### src/rtl/iee_pkg.sv
package iee_pkg;

    // Widths of the datapath and the payload fields.
    localparam int unsigned WordWidth   = 32;
    localparam int unsigned SymbolWidth = 8;

    // Operator codes held as the pending operator.
    localparam logic [1:0] OP_ADD = 2'd0;
    localparam logic [1:0] OP_SUB = 2'd1;
    localparam logic [1:0] OP_MUL = 2'd2;
    localparam logic [1:0] OP_DIV = 2'd3;

    // ASCII characters recognized on the input.
    localparam logic [SymbolWidth-1:0] CH_PLUS  = 8'h2B;
    localparam logic [SymbolWidth-1:0] CH_MINUS = 8'h2D;
    localparam logic [SymbolWidth-1:0] CH_STAR  = 8'h2A;
    localparam logic [SymbolWidth-1:0] CH_SLASH = 8'h2F;
    localparam logic [SymbolWidth-1:0] CH_ZERO  = 8'h30;
    localparam logic [SymbolWidth-1:0] CH_NINE  = 8'h39;

    // Status that the divider reports back to the sequencer.
    typedef struct packed {
        logic busy;
        logic done;
    } div_stat_t;

endpackage

### src/rtl/iee_divider.sv
module iee_divider
    import iee_pkg::*;
(
    input  logic                 clk,
    input  logic                 rst_n,
    input  logic                 start,
    input  logic [WordWidth-1:0] dividend,
    input  logic [WordWidth-1:0] divisor,
    output div_stat_t            stat,
    output logic [WordWidth-1:0] quotient
);

    localparam int unsigned CntWidth = $clog2(WordWidth);

    logic                 busy_reg;
    logic                 busy_next;
    logic                 done_reg;
    logic                 done_next;
    logic [CntWidth-1:0]  cnt_reg;
    logic [CntWidth-1:0]  cnt_next;
    logic [WordWidth-1:0] rem_reg;
    logic [WordWidth-1:0] rem_next;
    logic [WordWidth-1:0] quo_reg;
    logic [WordWidth-1:0] quo_next;
    logic [WordWidth-1:0] dvs_reg;
    logic [WordWidth-1:0] dvs_next;
    logic                 neg_reg;
    logic                 neg_next;
    logic [WordWidth:0]   shifted;
    logic [WordWidth:0]   trial;

    // One restoring step: shift in the next dividend bit and try a subtract.
    assign shifted = {rem_reg, quo_reg[WordWidth-1]};
    assign trial   = shifted - {1'b0, dvs_reg};

    always_comb
    begin
        busy_next = busy_reg;
        done_next = 1'b0;
        cnt_next  = cnt_reg;
        rem_next  = rem_reg;
        quo_next  = quo_reg;
        dvs_next  = dvs_reg;
        neg_next  = neg_reg;
        if (start)
        begin
            // Load magnitudes and remember the sign of the quotient.
            busy_next = 1'b1;
            cnt_next  = '0;
            rem_next  = '0;
            quo_next  = dividend[WordWidth-1] ? (~dividend + 1'b1) : dividend;
            dvs_next  = divisor[WordWidth-1] ? (~divisor + 1'b1) : divisor;
            neg_next  = dividend[WordWidth-1] ^ divisor[WordWidth-1];
        end
        else if (busy_reg)
        begin
            if (!trial[WordWidth])
            begin
                rem_next = trial[WordWidth-1:0];
                quo_next = {quo_reg[WordWidth-2:0], 1'b1};
            end
            else
            begin
                rem_next = shifted[WordWidth-1:0];
                quo_next = {quo_reg[WordWidth-2:0], 1'b0};
            end
            cnt_next = cnt_reg + 1'b1;
            if (cnt_reg == CntWidth'(WordWidth - 1))
            begin
                busy_next = 1'b0;
                done_next = 1'b1;
            end
        end
    end

    // Control state.
    always_ff @(posedge clk or negedge rst_n)
    begin
        if (!rst_n)
        begin
            busy_reg <= 1'b0;
            done_reg <= 1'b0;
            cnt_reg  <= '0;
        end
        else
        begin
            busy_reg <= busy_next;
            done_reg <= done_next;
            cnt_reg  <= cnt_next;
        end
    end

    // Working registers.
    always_ff @(posedge clk)
    begin
        rem_reg <= rem_next;
        quo_reg <= quo_next;
        dvs_reg <= dvs_next;
        neg_reg <= neg_next;
    end

    // Truncation toward zero: negate the magnitude quotient when signs differ.
    assign quotient  = neg_reg ? (~quo_reg + 1'b1) : quo_reg;
    assign stat.busy = busy_reg;
    assign stat.done = done_reg;

endmodule

### src/rtl/infix_expression_evaluator.sv
// Evaluates an integer expression with + - * / and the usual precedence, taken
// one ASCII character per transfer on the slave side, with tlast on the final
// character. Digits build a decimal number, spaces and unknown characters are
// skipped, and an operator or the final character commits the number under the
// pending operator. One result transfer leaves per expression: the 32-bit
// wrapped value in tdata and a division-by-zero flag in tuser; the block then
// returns to its reset state. Digits and spaces are taken in the idle state. An
// operator or final character then passes the commit step, and a divide by a
// nonzero number also waits on the radix-2 divider, one quotient bit per cycle.
// The final character adds an emit step to load the output register, which waits
// while the previous result has not yet been taken.
module infix_expression_evaluator
    import iee_pkg::*;
(
    input  logic        clk,
    input  logic        rst_n,
    input  logic        s_axis_tvalid,
    output logic        s_axis_tready,
    input  logic [7:0]  s_axis_tdata,   // [7:0] symbol
    input  logic        s_axis_tlast,   // end_of_expr
    output logic        m_axis_tvalid,
    input  logic        m_axis_tready,
    output logic [31:0] m_axis_tdata,   // [31:0] value
    output logic [0:0]  m_axis_tuser    // [0] div_by_zero
);

    localparam logic [1:0] ST_IDLE   = 2'd0;
    localparam logic [1:0] ST_COMMIT = 2'd1;
    localparam logic [1:0] ST_DIV    = 2'd2;
    localparam logic [1:0] ST_EMIT   = 2'd3;

    logic [1:0]           state_reg;
    logic [1:0]           state_next;
    logic [WordWidth-1:0] sum_reg;
    logic [WordWidth-1:0] sum_next;
    logic [WordWidth-1:0] term_reg;
    logic [WordWidth-1:0] term_next;
    logic [WordWidth-1:0] num_reg;
    logic [WordWidth-1:0] num_next;
    logic [1:0]           pend_reg;
    logic [1:0]           pend_next;
    logic                 err_reg;
    logic                 err_next;
    logic [1:0]           new_op_reg;
    logic [1:0]           new_op_next;
    logic                 is_op_reg;
    logic                 is_op_next;
    logic                 end_reg;
    logic                 end_next;
    logic                 out_valid_reg;
    logic                 out_valid_next;
    logic [WordWidth-1:0] out_value_reg;
    logic [WordWidth-1:0] out_value_next;
    logic                 out_err_reg;
    logic                 out_err_next;

    logic                   in_xfer;
    logic                   is_digit;
    logic                   is_op;
    logic [1:0]             op_code;
    logic [WordWidth-1:0]   digit_val;
    logic [2*WordWidth-1:0] product;
    logic                   finish;
    logic                   div_start;
    div_stat_t              div_stat;
    logic [WordWidth-1:0]   div_quot;

    assign s_axis_tready = (state_reg == ST_IDLE);
    assign in_xfer       = s_axis_tvalid && s_axis_tready;

    // Character decode.
    assign is_digit  = (s_axis_tdata >= CH_ZERO) && (s_axis_tdata <= CH_NINE);
    assign digit_val = WordWidth'(s_axis_tdata - CH_ZERO);

    always_comb
    begin
        is_op   = 1'b1;
        op_code = OP_ADD;
        unique case (s_axis_tdata)
            CH_PLUS:  op_code = OP_ADD;
            CH_MINUS: op_code = OP_SUB;
            CH_STAR:  op_code = OP_MUL;
            CH_SLASH: op_code = OP_DIV;
            default:  is_op   = 1'b0;
        endcase
    end

    assign product = term_reg * num_reg;

    iee_divider u_div (
        .clk      (clk),
        .rst_n    (rst_n),
        .start    (div_start),
        .dividend (term_reg),
        .divisor  (num_reg),
        .stat     (div_stat),
        .quotient (div_quot)
    );

    // Sequencer and datapath updates.
    always_comb
    begin
        state_next     = state_reg;
        sum_next       = sum_reg;
        term_next      = term_reg;
        num_next       = num_reg;
        pend_next      = pend_reg;
        err_next       = err_reg;
        new_op_next    = new_op_reg;
        is_op_next     = is_op_reg;
        end_next       = end_reg;
        out_valid_next = out_valid_reg;
        out_value_next = out_value_reg;
        out_err_next   = out_err_reg;
        finish         = 1'b0;
        div_start      = 1'b0;

        if (out_valid_reg && m_axis_tready)
        begin
            out_valid_next = 1'b0;
        end

        unique case (state_reg)
            ST_IDLE:
            begin
                if (in_xfer)
                begin
                    // Decimal accumulate: num * 10 + digit, wrapping.
                    if (is_digit)
                    begin
                        num_next = {num_reg[WordWidth-4:0], 3'b000}
                                 + {num_reg[WordWidth-2:0], 1'b0} + digit_val;
                    end
                    new_op_next = op_code;
                    is_op_next  = is_op;
                    end_next    = s_axis_tlast;
                    if (is_op || s_axis_tlast)
                    begin
                        state_next = ST_COMMIT;
                    end
                end
            end
            ST_COMMIT:
            begin
                unique case (pend_reg)
                    OP_ADD:
                    begin
                        sum_next  = sum_reg + term_reg;
                        term_next = num_reg;
                        finish    = 1'b1;
                    end
                    OP_SUB:
                    begin
                        sum_next  = sum_reg + term_reg;
                        term_next = ~num_reg + 1'b1;
                        finish    = 1'b1;
                    end
                    OP_MUL:
                    begin
                        term_next = product[WordWidth-1:0];
                        finish    = 1'b1;
                    end
                    OP_DIV:
                    begin
                        if (num_reg == '0)
                        begin
                            term_next = '0;
                            err_next  = 1'b1;
                            finish    = 1'b1;
                        end
                        else
                        begin
                            div_start  = 1'b1;
                            state_next = ST_DIV;
                        end
                    end
                    default:
                    begin
                        finish = 1'b1;
                    end
                endcase
            end
            ST_DIV:
            begin
                if (div_stat.done)
                begin
                    term_next = div_quot;
                    finish    = 1'b1;
                end
            end
            ST_EMIT:
            begin
                // Load the result once the output register is free, then clear.
                if (!out_valid_reg || m_axis_tready)
                begin
                    out_valid_next = 1'b1;
                    out_value_next = sum_reg + term_reg;
                    out_err_next   = err_reg;
                    sum_next       = '0;
                    term_next      = '0;
                    num_next       = '0;
                    pend_next      = OP_ADD;
                    err_next       = 1'b0;
                    state_next     = ST_IDLE;
                end
            end
            default:
            begin
                state_next = ST_IDLE;
            end
        endcase

        // End of a commit: clear the number and take up the new operator.
        if (finish)
        begin
            num_next = '0;
            if (is_op_reg)
            begin
                pend_next = new_op_reg;
            end
            state_next = end_reg ? ST_EMIT : ST_IDLE;
        end
    end

    // Control and architectural state.
    always_ff @(posedge clk or negedge rst_n)
    begin
        if (!rst_n)
        begin
            state_reg     <= ST_IDLE;
            sum_reg       <= '0;
            term_reg      <= '0;
            num_reg       <= '0;
            pend_reg      <= OP_ADD;
            err_reg       <= 1'b0;
            out_valid_reg <= 1'b0;
        end
        else
        begin
            state_reg     <= state_next;
            sum_reg       <= sum_next;
            term_reg      <= term_next;
            num_reg       <= num_next;
            pend_reg      <= pend_next;
            err_reg       <= err_next;
            out_valid_reg <= out_valid_next;
        end
    end

    // Latched character info and output payload.
    always_ff @(posedge clk)
    begin
        new_op_reg    <= new_op_next;
        is_op_reg     <= is_op_next;
        end_reg       <= end_next;
        out_value_reg <= out_value_next;
        out_err_reg   <= out_err_next;
    end

    assign m_axis_tvalid   = out_valid_reg;
    assign m_axis_tdata    = out_value_reg;
    assign m_axis_tuser[0] = out_err_reg;

    // The divider is only started when it is free.
    a_div_start_free: assert property (@(posedge clk) disable iff (!rst_n)
        div_start |-> !div_stat.busy)
        else $error("divider started while busy");

    // A divider result only arrives while the sequencer waits for it.
    a_div_done_state: assert property (@(posedge clk) disable iff (!rst_n)
        div_stat.done |-> (state_reg == ST_DIV))
        else $error("divider result outside the divide wait");

    // A new result only appears after the emit step.
    a_out_from_emit: assert property (@(posedge clk) disable iff (!rst_n)
        $rose(m_axis_tvalid) |-> ($past(state_reg) == ST_EMIT))
        else $error("result presented without an emit step");

    // No input is taken while a commit is in progress.
    a_no_input_busy: assert property (@(posedge clk) disable iff (!rst_n)
        ((state_reg == ST_COMMIT) || (state_reg == ST_DIV)) |-> !s_axis_tready)
        else $error("input accepted during a commit");

endmodule

### config.mk
export PLATFORM = sky130hd
export DESIGN_NAME = infix_expression_evaluator
export DESIGN_NICKNAME = d
export VERILOG_FILES = /design/src/rtl/iee_pkg.sv /design/src/rtl/iee_divider.sv /design/src/rtl/infix_expression_evaluator.sv
export SDC_FILE = /design/constraint.sdc
export NUM_CORES = 2
export LEC_CHECK = 0
export BUFFER_PORTS_ARGS = -buffer_cell sky130_fd_sc_hd__buf_2
export CAP_MARGIN = 15
export CORE_MARGIN = 2
export CORE_UTILIZATION = 55
export DETAILED_ROUTE_END_ITERATION = 6
export PLACE_DENSITY = 0.74
export SYNTH_ARGS = -nofsm -noshare
export SYNTH_HDL_FRONTEND = slang
export SYNTH_SLANG_ARGS = --single-unit
### constraint.sdc
create_clock -name clk -period 6.9 [get_ports clk]
set_input_delay 0.345 -clock clk [delete_from_list [all_inputs] [get_ports clk]]
set_output_delay 0.345 -clock clk [all_outputs]
set_load 0.01 [all_outputs]
; Yosys cells after proc, flatten, opt, wreduce, memory -nomap -nowiden
; Index checks and enable logic that the tools add are counted.
[op_classes]
n_addsub = 9
mul = 1
magnitude_cmp = 2
eq_ne = 23
n_mux = 54
n_bitwise = 4
reduce_logical = 24
[op_table]
columns = op, n
row1 = $mux 32, 12
row2 = $pmux 32 s2, 2
row3 = $pmux 32 s4, 1
row4 = $add 32x1->32 const B, 3
row5 = $add 32x32->32, 3
row6 = $not 32->32, 3
row7 = $pmux 32 s3, 1
row8 = $sub 33x32->33, 1
row9 = $eq 8x6->1 const B, 4
row10 = $logic_not 32->1, 1
row11 = $mul 32x32->32, 1
row12 = $mux 31, 1
row13 = $mux 2, 11
row14 = $mux 1, 19
row15 = $ne 3x3->1 const B, 4
row16 = $pmux 2 s3, 2
row17 = $reduce_and 4->1, 3
row18 = $mux 5, 2
row19 = $ne 3x1->1 const B, 3
row20 = $sub 8x6->9 const B, 1
row21 = $eq 2x2->1 const B, 4
row22 = $ge 8x6->1 const B, 1
row23 = $le 8x6->1 const B, 1
row24 = $ne 2x2->1 const B, 4
row25 = other kinds (19), 29
[word_totals]
regBits = 243
inputBits = 13
out_inout_bits = 35
elab_cells = 137

; Depth between registers and ports, before layout
[logic_depth]
ltp_word = 8
mapped_depth = 27

; Modules after synthesis
; Synthesis repeated with hierarchy kept, for this count alone.
[hier_totals]
cells_unflattened = 3684
hier_area_um2 = 33354.5
[by_module_without_submodules]
columns = mod, n_inst, cells_each, area_each_um2, seq_area_each_um2
row1 = infix_expression_evaluator, 1, 2771, 25575.8, 3663.5
row2 = iee_divider, 1, 913, 7778.7, 2767.7

; Least setup slack after synthesis
; No wires, ideal clock.
[synth_path]
path_type = flip-flop to flip-flop
start = register num_reg[7]
end = register term_reg[28]
setup_time_ps = 133
t_arrival_ps = 7009
required_ps = 6767
path_slack_ps = -242
stages_incl_launch_ff = 24
path_buffers = 2
period_less_slack_ps = 7142
path_cell_list = dfrtp_1 clkbuf_1 clkbuf_1 and2_1 fa_1 fa_1 fa_1 inv_1 fa_1 inv_1 fa_1 fa_1 fa_1 fa_1 ha_1 a21o_1 a21o_1 a21o_1 a21o_1 a221oi_1 a21oi_1 or3_1 a311oi_1 a21oi_1
[synth_via]
elab_chain_cells = 4
word_cells_on_any_way = 8
classes_between = add/sub: 1 / mul: 1 / eq/ne: 1 / mux: 2 / bitwise: 1 / reduce/logical: 2
[synth_lines]
columns = element, line_no
row1 = "start, declared", infix_expression_evaluator.sv:38  ; logic [WordWidth-1:0] num_reg;
row2 = "start signal, assigned", infix_expression_evaluator.sv:243  ; num_reg <= num_next;
row3 = "parallel branches: the longest is 4 deep, another holds $mul 32x32->32", n/a
row4 = "end signal, assigned", infix_expression_evaluator.sv:242  ; term_reg <= term_next;
row5 = "end, declared", infix_expression_evaluator.sv:36  ; logic [WordWidth-1:0] term_reg;
; Parallel ways; which one is timed is not known.
; A chain may end at the register's enable or synchronous reset.

; Final worst setup path
[layout_path]
start = register term_reg[20]
end = register term_reg[28]
[layout_via]
elab_chain_cells = 3
[layout_lines]
columns = element, line_no
row1 = $mul 32x32->32, infix_expression_evaluator.sv:88  ; assign product = term_reg * num_reg;
row2 = $pmux 32 s4, infix_expression_evaluator.sv:145  ; unique case (pend_reg)
row3 = $pmux 32 s3, infix_expression_evaluator.sv:123  ; unique case (state_reg)
; Every way passes these cells.

==> metrics.txt <==
outcome=finished with violations; failing checks=negative setup slack; Final setup viols=1; post-DR wirelength/cell=21.4 µm; Least-Margin Pin Slew=1.11 ns; max-slew violation count=0; Congestion Overflow GR=0; final core utilization=0.625; antenna viol nets, final=0; top cells by count, synth=inv_1 (458), fa_1 (439), nand2_1 (425); H-Tree Depth=1; Clock Latency Late Sink=0.60 ns; dpl hpwl=76,300 µm; Final Critical Period=6.92 ns; Ports=48; Critical Path RT=7.35 ns; Root Driver=clkbuf_16; Synth top area share=0.268; CTS sink cnt=243; Post-synth ARST share=0.449; CP max FO=8; register area share after synthesis=0.196; post-DR vias/cell=5.89; Yosys reg bits=243; most frequent cell after synthesis=inv_1; post-synth top area cell=fa_1; Finished Layout Cells=4,528; Post-Synth Simple-Gate Area=0.161; routability cong.=1.02; number of buffers created by CTS=28; die area=0.0617 mm²; I/O Buffers=47; crit path kind=register to register; Tot Pwr=9870 µW; vias post-DR=26,700; syn avg cell area=9.16 µm²; yosys warns=0; PwrDens=268 mW/mm²; Post-Syn Instances=3,587; vias in the first global route=26,900; Setup crit start kind=register; post-synthesis compound-gate area fraction=0.125; Worst Hold Class=primary input to register; Netlist cell types=78; main combinational cell family by area after synthesis=adder cells; pre-CTS setup slack=-0.193 ns; largest net degree at the start of global routing=67; antenna cells=0; CTS clk-pin slew, worst paths=0.06 ns; Die Width=248 µm; Final Cycle Share=1.00; Final Hold Viols=0; Core Box Area=0.0590 mm²; Cells after DPL=4,439; Slew HR=0.261; Mapped Nets=4,267; top_reg_cell synth=dfrtp_1; max frequency=145 MHz; leakage power=0.0175 µW; die height=248 µm; MaxCap Viol Count=0; EDFF count, synth=102; row count=89; drt drc=0; Adder-Cell Fraction of Synth Area=0.354; layout cells sized above 1=0.126; first-pass GRT wire length=151,000 µm; drt first pass iters=6; starting density of the core=0.556; Area Overhead vs Synth=12.3%; worst IR drop on VDD=0.713 mV; proportion of synthesized area in mux cells=0.0101; XOR/XNOR Fraction of Synth Area=0.0771; Setup Skew=0.0137 ns; antenna violations before repair=3; final wirelength=97,000 µm; Netlist Area Pre-Place=0.0328 mm²; final setup margin=-0.0160 ns; CP Data Arrival Time=7.37 ns; Longest Clk Path Bufs=3; nets=4,413; CP Capture Type=register; CTS tree=built; top cells by area, synth=fa_1 (27%), edfxtp_1 (9.3%), ha_1 (8.7%), dfrtp_1 (8.3%), and2_1 (5.9%); RSZ-0062 raised after global routing=yes; drt initial violations=2,499; total global-route track usage=0.319
[final timing paths]
| path | start | endpoint | slack [ns] | cells after the start |
|---|---|---|---|---|
| worst max-delay path | term_reg[20] | term_reg[28] | -0.02 | 20 |
| worst min-delay path | m_axis_tready | m_axis_tvalid | 0.07 | 3 |
| worst max register to register | term_reg[20] | term_reg[28] | -0.02 | 20 |
| worst min register to register | err_reg | m_axis_tuser | 0.47 | 0 |
| max in group asynchronous | rst_n | term_reg[12] | 5.10 | 3 |
| min in group asynchronous | rst_n | sum_reg[31] | 0.32 | 2 |
[layout make-up]
type                       count  area, µm²
sequential                   243       6460
timing repair buffer         320       2530
multi-input combinational   2681      24300
fill                        4956      22100
inverter                     459       1730
clock buffer                  36        731
tap                          773        967
clock inverter                16        194
[what timing repair did]
action,4_1_cts,5_1_grt
pin swaps,11,48
endpoints found under the setup margin,11,21
hold buffers,2,0
buffers inserted,5,27
hold endpoints to repair,44,0
resized for setup,24,101
[worst max-delay path, cell delays in order, from the launching register on]
cell and delay (ns):
dfrtp_1 0.52, buf_4 0.24, and2_1 0.15, fa_1 0.52, inv_1 0.05, fa_1 0.50
fa_1 0.47, fa_1 0.55, inv_1 0.06, fa_1 0.48, fa_1 0.58, fa_1 0.44
fa_1 0.46, ha_1 0.37, a21o_1 0.20, a21o_1 0.18, a221oi_2 0.25, a21oi_1 0.12
or3_1 0.33, a311oi_2 0.26, a21oi_1 0.06
[cell families after synthesis]
kind of cell    after synthesis
xor+xnor                    289
mux                          33
compound gates              634
buf+inv                     663
fa+ha+maj                   667
simple gates               1058
flops                       243
[per-stage QoR]
stage	hold slack, ns	TNS, ns	area [µm²]
global route	0.109	-1.14	36900
global placement	0.395	-0.106	35200
finish	0.0713	-0.0160	36900
CTS	0.0546	-0.0807	36200
floorplan	0.0494	0	32900
detailed placement	0.406	-0.740	35200
[layout by cell type (no fill, tap or decap), drive strengths merged, types with 14 or more instances in the layout]
cell type and count:
inv 460, nand2b 21, ha 228, a22oi 16, nor2 107, buf 316, o21a 26, nor2b 17
edfxtp 102, a21o 58, a21oi 113, nand4 14, clkbuf 38, nor3 33, or3 28, dfxtp 32
nand3 41, and2 311, or4 16, dfrtp 109, mux2i 31, o21ai 203, a31oi 20, xor2 105
o31ai 35, nand2 425, fa 439, a22o 40, xnor2 184
[power breakdown]
group | switching, µW | leakage, µW | internal [µW]
clock | 672 | 0.000452 | 870
combinational | 3600 | 0.0144 | 2290
sequential | 421 | 0.00266 | 2020
total | 4690 | 0.0175 | 5170
[metal layers]
metal | up-vias | wire length (µm) | GRT usage | part of all wire
met2 | 1227 | 45600 | 0.519 | 0.47
met3 | 326 | 7850 | 0.0524 | 0.081
met5 | - | 24 | 0 | 0.00025
li1 | 12000 | - | - | -
met1 | 13100 | 38400 | 0.419 | 0.40
met4 | 4 | 5140 | 0.144 | 0.053
No activity file was read; power rests on OpenSTA's default activity.
